$ cat src/rtl/jdr_pkg.sv
package jdr_pkg;

	// Default widths
	localparam int SAMPLE_WIDTH_DEF = 16;
	localparam int ACC_WIDTH_DEF    = 24;

	// Fixed field widths
	localparam int STICK_W  = 16;
	localparam int DZ_W     = 15;
	localparam int LIMIT_W  = 16;
	localparam int CFG_IDX_W = 2;
	localparam int CFG_DATA_W = 16;
	localparam int DIR_W    = 3;
	// Compare width: widest sample plus sign
	localparam int CMP_W    = STICK_W + 1;

	// Register reset values
	localparam logic [DZ_W-1:0]    DEAD_ZONE_RST = 15'd30;
	localparam logic [LIMIT_W-1:0] LIMIT_X_RST   = 16'd1200;
	localparam logic [LIMIT_W-1:0] LIMIT_Y_RST   = 16'd2000;

	// Register indexes
	localparam logic [CFG_IDX_W-1:0] REG_DEAD_ZONE = 2'd0;
	localparam logic [CFG_IDX_W-1:0] REG_LIMIT_X   = 2'd1;
	localparam logic [CFG_IDX_W-1:0] REG_LIMIT_Y   = 2'd2;

	typedef enum logic [DIR_W-1:0] {
		DIR_NONE  = 3'd0,
		DIR_UP    = 3'd1,
		DIR_DOWN  = 3'd2,
		DIR_LEFT  = 3'd3,
		DIR_RIGHT = 3'd4
	} dir_t;

	// Threshold flags of one axis
	typedef struct packed {
		logic pos;
		logic neg;
	} fire_t;

endpackage

$ cat src/rtl/jdr_axis.sv
module jdr_axis #(
	parameter int SAMPLE_WIDTH = jdr_pkg::SAMPLE_WIDTH_DEF,
	parameter int ACC_WIDTH    = jdr_pkg::ACC_WIDTH_DEF
) (
	input  logic                          clk,
	input  logic                          arst_n,
	input  logic                          en,
	input  logic                          clr,
	input  logic [SAMPLE_WIDTH-1:0]       sample,
	input  logic [jdr_pkg::DZ_W-1:0]      dead_zone,
	input  logic [jdr_pkg::LIMIT_W-1:0]   limit,
	output jdr_pkg::fire_t                fire
);

	localparam int CW = jdr_pkg::CMP_W;

	logic [SAMPLE_WIDTH-1:0] prev_q;
	logic signed [ACC_WIDTH-1:0] acc_q;

	logic signed [CW-1:0] s_c, p_c, dz_c, ndz_c;
	logic s_hi, s_lo, p_hi, p_lo;
	logic signed [ACC_WIDTH-1:0] lim_a, base, acc_new;
	logic signed [ACC_WIDTH:0] sum;
	logic signed [ACC_WIDTH-1:0] sat_max, sat_min;

	// Dead zone compares
	assign s_c   = $signed({{(CW-SAMPLE_WIDTH){sample[SAMPLE_WIDTH-1]}}, sample});
	assign p_c   = $signed({{(CW-SAMPLE_WIDTH){prev_q[SAMPLE_WIDTH-1]}}, prev_q});
	assign dz_c  = $signed({{(CW-jdr_pkg::DZ_W){1'b0}}, dead_zone});
	assign ndz_c = -dz_c;
	assign s_hi  = s_c > dz_c;
	assign s_lo  = s_c < ndz_c;
	assign p_hi  = p_c > dz_c;
	assign p_lo  = p_c < ndz_c;

	// Preset on first tilt
	assign lim_a = $signed({{(ACC_WIDTH-jdr_pkg::LIMIT_W){1'b0}}, limit});
	always_comb begin
		base = acc_q;
		if (s_hi && !p_hi)
			base = lim_a;
		if (s_lo && !p_lo)
			base = -lim_a;
	end

	// Saturating add, cleared inside the dead zone
	assign sum = {base[ACC_WIDTH-1], base}
		+ $signed({{(ACC_WIDTH+1-SAMPLE_WIDTH){sample[SAMPLE_WIDTH-1]}}, sample});
	assign sat_max = $signed({1'b0, {(ACC_WIDTH-1){1'b1}}});
	assign sat_min = $signed({1'b1, {(ACC_WIDTH-1){1'b0}}});
	always_comb begin
		if (!(s_hi || s_lo))
			acc_new = '0;
		else if (sum[ACC_WIDTH] != sum[ACC_WIDTH-1])
			acc_new = sum[ACC_WIDTH] ? sat_min : sat_max;
		else
			acc_new = sum[ACC_WIDTH-1:0];
	end

	assign fire.pos = acc_new > lim_a;
	assign fire.neg = acc_new < -lim_a;

	// Axis state
	always_ff @(posedge clk or negedge arst_n) begin
		if (!arst_n) begin
			prev_q <= '0;
			acc_q  <= '0;
		end else if (en) begin
			prev_q <= sample;
			acc_q  <= clr ? '0 : acc_new;
		end
	end

endmodule

$ cat src/rtl/jdr_decide.sv
module jdr_decide (
	input  jdr_pkg::fire_t fire_x,
	input  jdr_pkg::fire_t fire_y,
	output jdr_pkg::dir_t  dir,
	output logic           clr_x,
	output logic           clr_y
);

	// Order: right, left, down, up
	always_comb begin
		dir   = jdr_pkg::DIR_NONE;
		clr_x = 1'b0;
		clr_y = 1'b0;
		priority if (fire_x.pos) begin
			dir   = jdr_pkg::DIR_RIGHT;
			clr_x = 1'b1;
		end else if (fire_x.neg) begin
			dir   = jdr_pkg::DIR_LEFT;
			clr_x = 1'b1;
		end else if (fire_y.pos) begin
			dir   = jdr_pkg::DIR_DOWN;
			clr_y = 1'b1;
		end else if (fire_y.neg) begin
			dir   = jdr_pkg::DIR_UP;
			clr_y = 1'b1;
		end else begin
			dir   = jdr_pkg::DIR_NONE;
		end
	end

endmodule

$ cat src/rtl/joystick_direction_repeat.sv
// Channel  Dir  Word                         Handshake
// s_axis   in   tdata[15:0] stick_x,          s_tvalid / s_tready
//               tdata[31:16] stick_y
// m_axis   out  tdata[2:0] direction          m_tvalid / m_tready
// cfg      in   cfg_index, cfg_data           cfg_we (no wait)
//
// Each word passes an input register, then axis update and priority
// select into the output register; one word per cycle while m_tready
// does not stall. Axis state is updated when a word moves into the output
// register. Reset clears state and valids and loads register defaults.
// A stall on m_tready holds the output word and the input register.
module joystick_direction_repeat #(
	parameter int SAMPLE_WIDTH = jdr_pkg::SAMPLE_WIDTH_DEF,
	parameter int ACC_WIDTH    = jdr_pkg::ACC_WIDTH_DEF
) (
	input  logic                             clk,
	input  logic                             arst_n,
	input  logic                             s_tvalid,
	output logic                             s_tready,
	input  logic [31:0]                      s_tdata,   // stick_x, stick_y
	output logic                             m_tvalid,
	input  logic                             m_tready,
	output logic [7:0]                       m_tdata,   // direction, zero pad
	input  logic                             cfg_we,
	input  logic [jdr_pkg::CFG_IDX_W-1:0]    cfg_index,
	input  logic [jdr_pkg::CFG_DATA_W-1:0]   cfg_data
);

	logic [jdr_pkg::DZ_W-1:0]    dead_zone_q;
	logic [jdr_pkg::LIMIT_W-1:0] limit_x_q, limit_y_q;

	logic                    valid_s1;
	logic [SAMPLE_WIDTH-1:0] stick_x_s1, stick_y_s1;
	logic                    out_valid_q;
	jdr_pkg::dir_t           dir_q, dir_w;

	logic           advance;
	jdr_pkg::fire_t fire_x, fire_y;
	logic           clr_x, clr_y;

	// Configuration registers
	always_ff @(posedge clk or negedge arst_n) begin
		if (!arst_n) begin
			dead_zone_q <= jdr_pkg::DEAD_ZONE_RST;
			limit_x_q   <= jdr_pkg::LIMIT_X_RST;
			limit_y_q   <= jdr_pkg::LIMIT_Y_RST;
		end else if (cfg_we) begin
			if (cfg_index == jdr_pkg::REG_DEAD_ZONE)
				dead_zone_q <= cfg_data[jdr_pkg::DZ_W-1:0];
			if (cfg_index == jdr_pkg::REG_LIMIT_X)
				limit_x_q <= cfg_data[jdr_pkg::LIMIT_W-1:0];
			if (cfg_index == jdr_pkg::REG_LIMIT_Y)
				limit_y_q <= cfg_data[jdr_pkg::LIMIT_W-1:0];
		end
	end

	// Flow control
	assign advance  = valid_s1 && (!out_valid_q || m_tready);
	assign s_tready = !valid_s1 || advance;

	// Input register
	always_ff @(posedge clk or negedge arst_n) begin
		if (!arst_n) begin
			valid_s1 <= 1'b0;
		end else if (s_tready) begin
			valid_s1 <= s_tvalid;
		end
	end

	always_ff @(posedge clk) begin
		if (s_tready && s_tvalid) begin
			stick_x_s1 <= s_tdata[SAMPLE_WIDTH-1:0];
			stick_y_s1 <= s_tdata[jdr_pkg::STICK_W +: SAMPLE_WIDTH];
		end
	end

	jdr_axis #(.SAMPLE_WIDTH(SAMPLE_WIDTH), .ACC_WIDTH(ACC_WIDTH)) u_axis_x (
		.clk       (clk),
		.arst_n    (arst_n),
		.en        (advance),
		.clr       (clr_x),
		.sample    (stick_x_s1),
		.dead_zone (dead_zone_q),
		.limit     (limit_x_q),
		.fire      (fire_x)
	);

	jdr_axis #(.SAMPLE_WIDTH(SAMPLE_WIDTH), .ACC_WIDTH(ACC_WIDTH)) u_axis_y (
		.clk       (clk),
		.arst_n    (arst_n),
		.en        (advance),
		.clr       (clr_y),
		.sample    (stick_y_s1),
		.dead_zone (dead_zone_q),
		.limit     (limit_y_q),
		.fire      (fire_y)
	);

	jdr_decide u_decide (
		.fire_x (fire_x),
		.fire_y (fire_y),
		.dir    (dir_w),
		.clr_x  (clr_x),
		.clr_y  (clr_y)
	);

	// Output register
	always_ff @(posedge clk or negedge arst_n) begin
		if (!arst_n) begin
			out_valid_q <= 1'b0;
		end else if (advance) begin
			out_valid_q <= 1'b1;
		end else if (m_tready) begin
			out_valid_q <= 1'b0;
		end
	end

	always_ff @(posedge clk) begin
		if (advance)
			dir_q <= dir_w;
	end

	assign m_tvalid = out_valid_q;
	assign m_tdata  = {{(8-jdr_pkg::DIR_W){1'b0}}, dir_q};

endmodule
$ cat config.mk
export PLATFORM = sky130hd
export DESIGN_NAME = joystick_direction_repeat
export DESIGN_NICKNAME = d
export VERILOG_FILES = /design/src/rtl/jdr_pkg.sv /design/src/rtl/jdr_axis.sv /design/src/rtl/jdr_decide.sv /design/src/rtl/joystick_direction_repeat.sv
export SDC_FILE = /design/constraint.sdc
export NUM_CORES = 1
export LEC_CHECK = 0
export BUFFER_PORTS_ARGS = -buffer_cell sky130_fd_sc_hd__buf_2
export CELL_PAD_IN_SITES_DETAIL_PLACEMENT = 1
export CELL_PAD_IN_SITES_GLOBAL_PLACEMENT = 1
export CORE_MARGIN = 2
export CORE_UTILIZATION = 30
export CTS_CLUSTER_SIZE = 24
export DETAILED_ROUTE_END_ITERATION = 12
export PLACE_DENSITY = 0.52
export SLEW_MARGIN = 20
export SYNTH_ARGS = -nofsm -noshare
export SYNTH_HDL_FRONTEND = slang
export SYNTH_SLANG_ARGS = --single-unit
$ cat constraint.sdc
create_clock -name clk -period 12.9 [get_ports clk]
set_clock_uncertainty 0.1 [all_clocks]
set_input_delay 0 -clock clk [delete_from_list [all_inputs] [get_ports clk]]
set_output_delay 0 -clock clk [all_outputs]
set_load 0.1 [all_outputs]
==> out/results.txt <==
maximum VDD drop - 0.213 mV
drt pass-1 iters - 5
Pwr Density - 233 nW/µm²
top cells by area, synth - ha_1 (20%), dfrtp_1 (19%), edfxtp_1 (6.9%), nand2_1 (5.1%), a21oi_1 (3.9%)
GP Congestion - 0.840
CP max stage cell - or4_4
pin count of the biggest net entering global routing - 71
synthesis-stage register bit count - 164
CP Capture Type - flop
Fin Setup TNS - 0 ps
Residual DRC - 0
CP most frequent cell - o21ai_0
Compound-Gate Fraction of Synth Area - 0.232
Layout fillers - 5,828
FF-to-FF End - u_axis_y.acc_q[20]$_DFFE_PN0P_
worst-skew pair later-pin latency - 500 ps
root buffer cell - clkbuf_16
syn_area_per_cell - 8.89 µm²
most frequent cells in the layout - ha_1 (250), nand2_1 (205), a21oi_1 (118)
Synth Instances - 1,716
area share of fa/ha/maj cells after synthesis - 0.208
Initial Utilization - 0.304
Least-Margin Pin Slew - 1080 ps
critical path type - reg2reg
H-Tree Depth - 4
worst path bufs/invs - 3
Primary FF master, synth - dfrtp_1
cell area after synthesis - 15,300 µm²
Max Root-Sink Buffers - 2
crit start category - flop
Synth Area in Simple Gates - 0.165
die area - 52,700 µm²
global-route total usage across every layer - 0.225
XOR/XNOR Fraction of Synth Area - 0.0462
Async SR Flop Fraction - 0.787
via-per-instance ratio - 5.44
DR WL/cell - 23.1 µm
Die Y-Extent - 230 µm
Net count, final - 2,122
final setup fails - 0
Rows - 82
area share of the largest cell type after synthesis - 0.205
final number of hold-violating endpoints - 0
Final period util - 0.910
Ys Warns - 0
class of the most critical hold timing path - in2async
Req. time, crit path - 13,170 ps
largest family of logic cells by synthesized area - compound AO/OA/AOI/OAI gates
DRC marker count from the first detailed-route iteration - 668
Max Clock Freq - 85.1 MHz
most common cell after layout, fill and taps aside - ha_1
Slew HR - 0.280
post-synth cell types - 83
status - complete, no violations
Top Ports - 65
Area Overhead vs Synth - 15.0%
Post-synth EDFFs - 35
initial antenna violation count - 0
hpwl dp - 44.8 mm
leakage - 8.04 nW
post-route ant nets - 0
max_cap viols - 0
Critical Path AT - 12,010 ps
number of I/O port buffers - 59
worst reg-to-reg path cell count - 42
CTS tree - done
CP max FO - 24
hold slack final - 7.05 ps
RSZ-0062 raised after global routing - false
CTS sink cnt - 164
n_diodes - 0
sequential-to-total area share from yosys stat - 0.281
mux contribution to synthesized area - 0.0297
number of buffers created by CTS - 17
CTS clk-pin slew, worst paths - 70 ps
Slew Limit Fails - 0
Period minus WS final - 11,740 ps
Overflow after GRT - 0
first-pass GRT wire length - 89.3 mm
FF-to-FF Start - dead_zone_q[0]$_DFFE_PN0P_
final WL - 57.6 mm
ratio of cells with drive above 1 in the final layout - 0.107
CP max stage delay - 630 ps
vias in the first global route - 14,500
cell taking the most area after synthesis - ha_1
family with the most delay on the worst path - compound AO/OA/AOI/OAI gates
die width - 230 µm
core area - 50,200 µm²
DR vias - 13,600
R2R Setup Slk - 1160 ps
-- layer usage --
layer | track usage | vias up | wire (µm)
met1 | 0.296 | 6782 | 27500
met4 | 0.0828 | 0 | 1790
met5 | 0 | - | 0
li1 | - | 6572 | -
met2 | 0.374 | 181 | 27100
met3 | 0.0293 | 68 | 1290
-- cells in the mapped netlist (all sizes together), types with 13 or more instances --
library cell	instances
ha	250
nand2	206
a21oi	118
dfrtp	115
o21ai	93
nor2	91
inv	82
a21o	63
xnor2	63
clkbuf	49
o21a	47
nand3	36
edfxtp	35
mux2	34
nor3	30
nand4	29
nor2b	28
a211oi	23
a22o	23
nor4	20
a31oi	18
xor2	15
buf	14
dfstp	14
a221o	13
and2	13
or3	13
-- how the worst max path moves through the flow --
stage	start	cells past startpoint	end	slack, ps
after floorplan	dead_zone_q[0]$_DFFE_PN0P_	44	u_axis_y.acc_q[15]$_DFFE_PN0P_	3350
after global placement	dead_zone_q[1]$_DFFE_PN1P_	44	u_axis_y.acc_q[0]$_DFFE_PN0P_	1340
after detailed placement	dead_zone_q[1]$_DFFE_PN1P_	44	u_axis_y.acc_q[20]$_DFFE_PN0P_	830
after CTS	dead_zone_q[1]$_DFFE_PN1P_	44	u_axis_y.acc_q[20]$_DFFE_PN0P_	790
after global routing	dead_zone_q[1]$_DFFE_PN1P_	44	u_axis_y.acc_q[20]$_DFFE_PN0P_	90
final	dead_zone_q[0]$_DFFE_PN0P_	42	u_axis_y.acc_q[20]$_DFFE_PN0P_	1160
-- logic make-up after synthesis --
family	Yosys count
compound gates	512
mux	41
simple gates	521
other cells	1
buf+inv	146
fa+ha+maj	252
xor+xnor	79
flops	164
-- flip-flops by register name, indices dropped and copies added, names as in the netlist --
name / cells
u_axis_x.acc_q: 24
u_axis_y.acc_q: 24
limit_x_q: 16
limit_y_q: 16
stick_x_s1: 16
stick_y_s1: 16
u_axis_x.prev_q: 16
u_axis_y.prev_q: 16
dead_zone_q: 15
dir_q: 3
m_tvalid: 1
valid_s1: 1
-- area by class of cell --
type	instances	area [µm²]	area share
tap	672	841	0.0479
clock buffer	22	528	0.0301
inverter	83	312	0.0178
timing repair buffer	139	1060	0.0605
clock inverter	10	77.6	0.00442
multi-input combinational	1410	10400	0.594
sequential	164	4300	0.245
-- where the power goes --
group	internal, mW	total, mW	switching, mW
sequential	0.653	0.779	0.126
combinational	1.06	2.76	1.70
clock	0.294	0.545	0.251
-- through the flow --
stage	util	std cells	area (µm²)	power, mW	worst slack [ps]
3_3_place_gp	0.325	2406	16300	3.50	1340
2_1_floorplan	-	1720	15300	2.66	3350
4_1_cts	0.349	2499	17500	4.11	786
5_1_grt	0.350	2500	17500	4.46	94.0
6_report	0.350	2500	17500	4.09	1160
3_5_place_dp	0.325	2406	16300	3.53	829
-- timing repair --
action,CTS,global route
hold endpoints to repair,150,0
hold buffers,61,0
setup endpoints to repair,0,24
setup buffers,0,0
gates resized for setup,0,1
(Power assumes the default switching activity.)
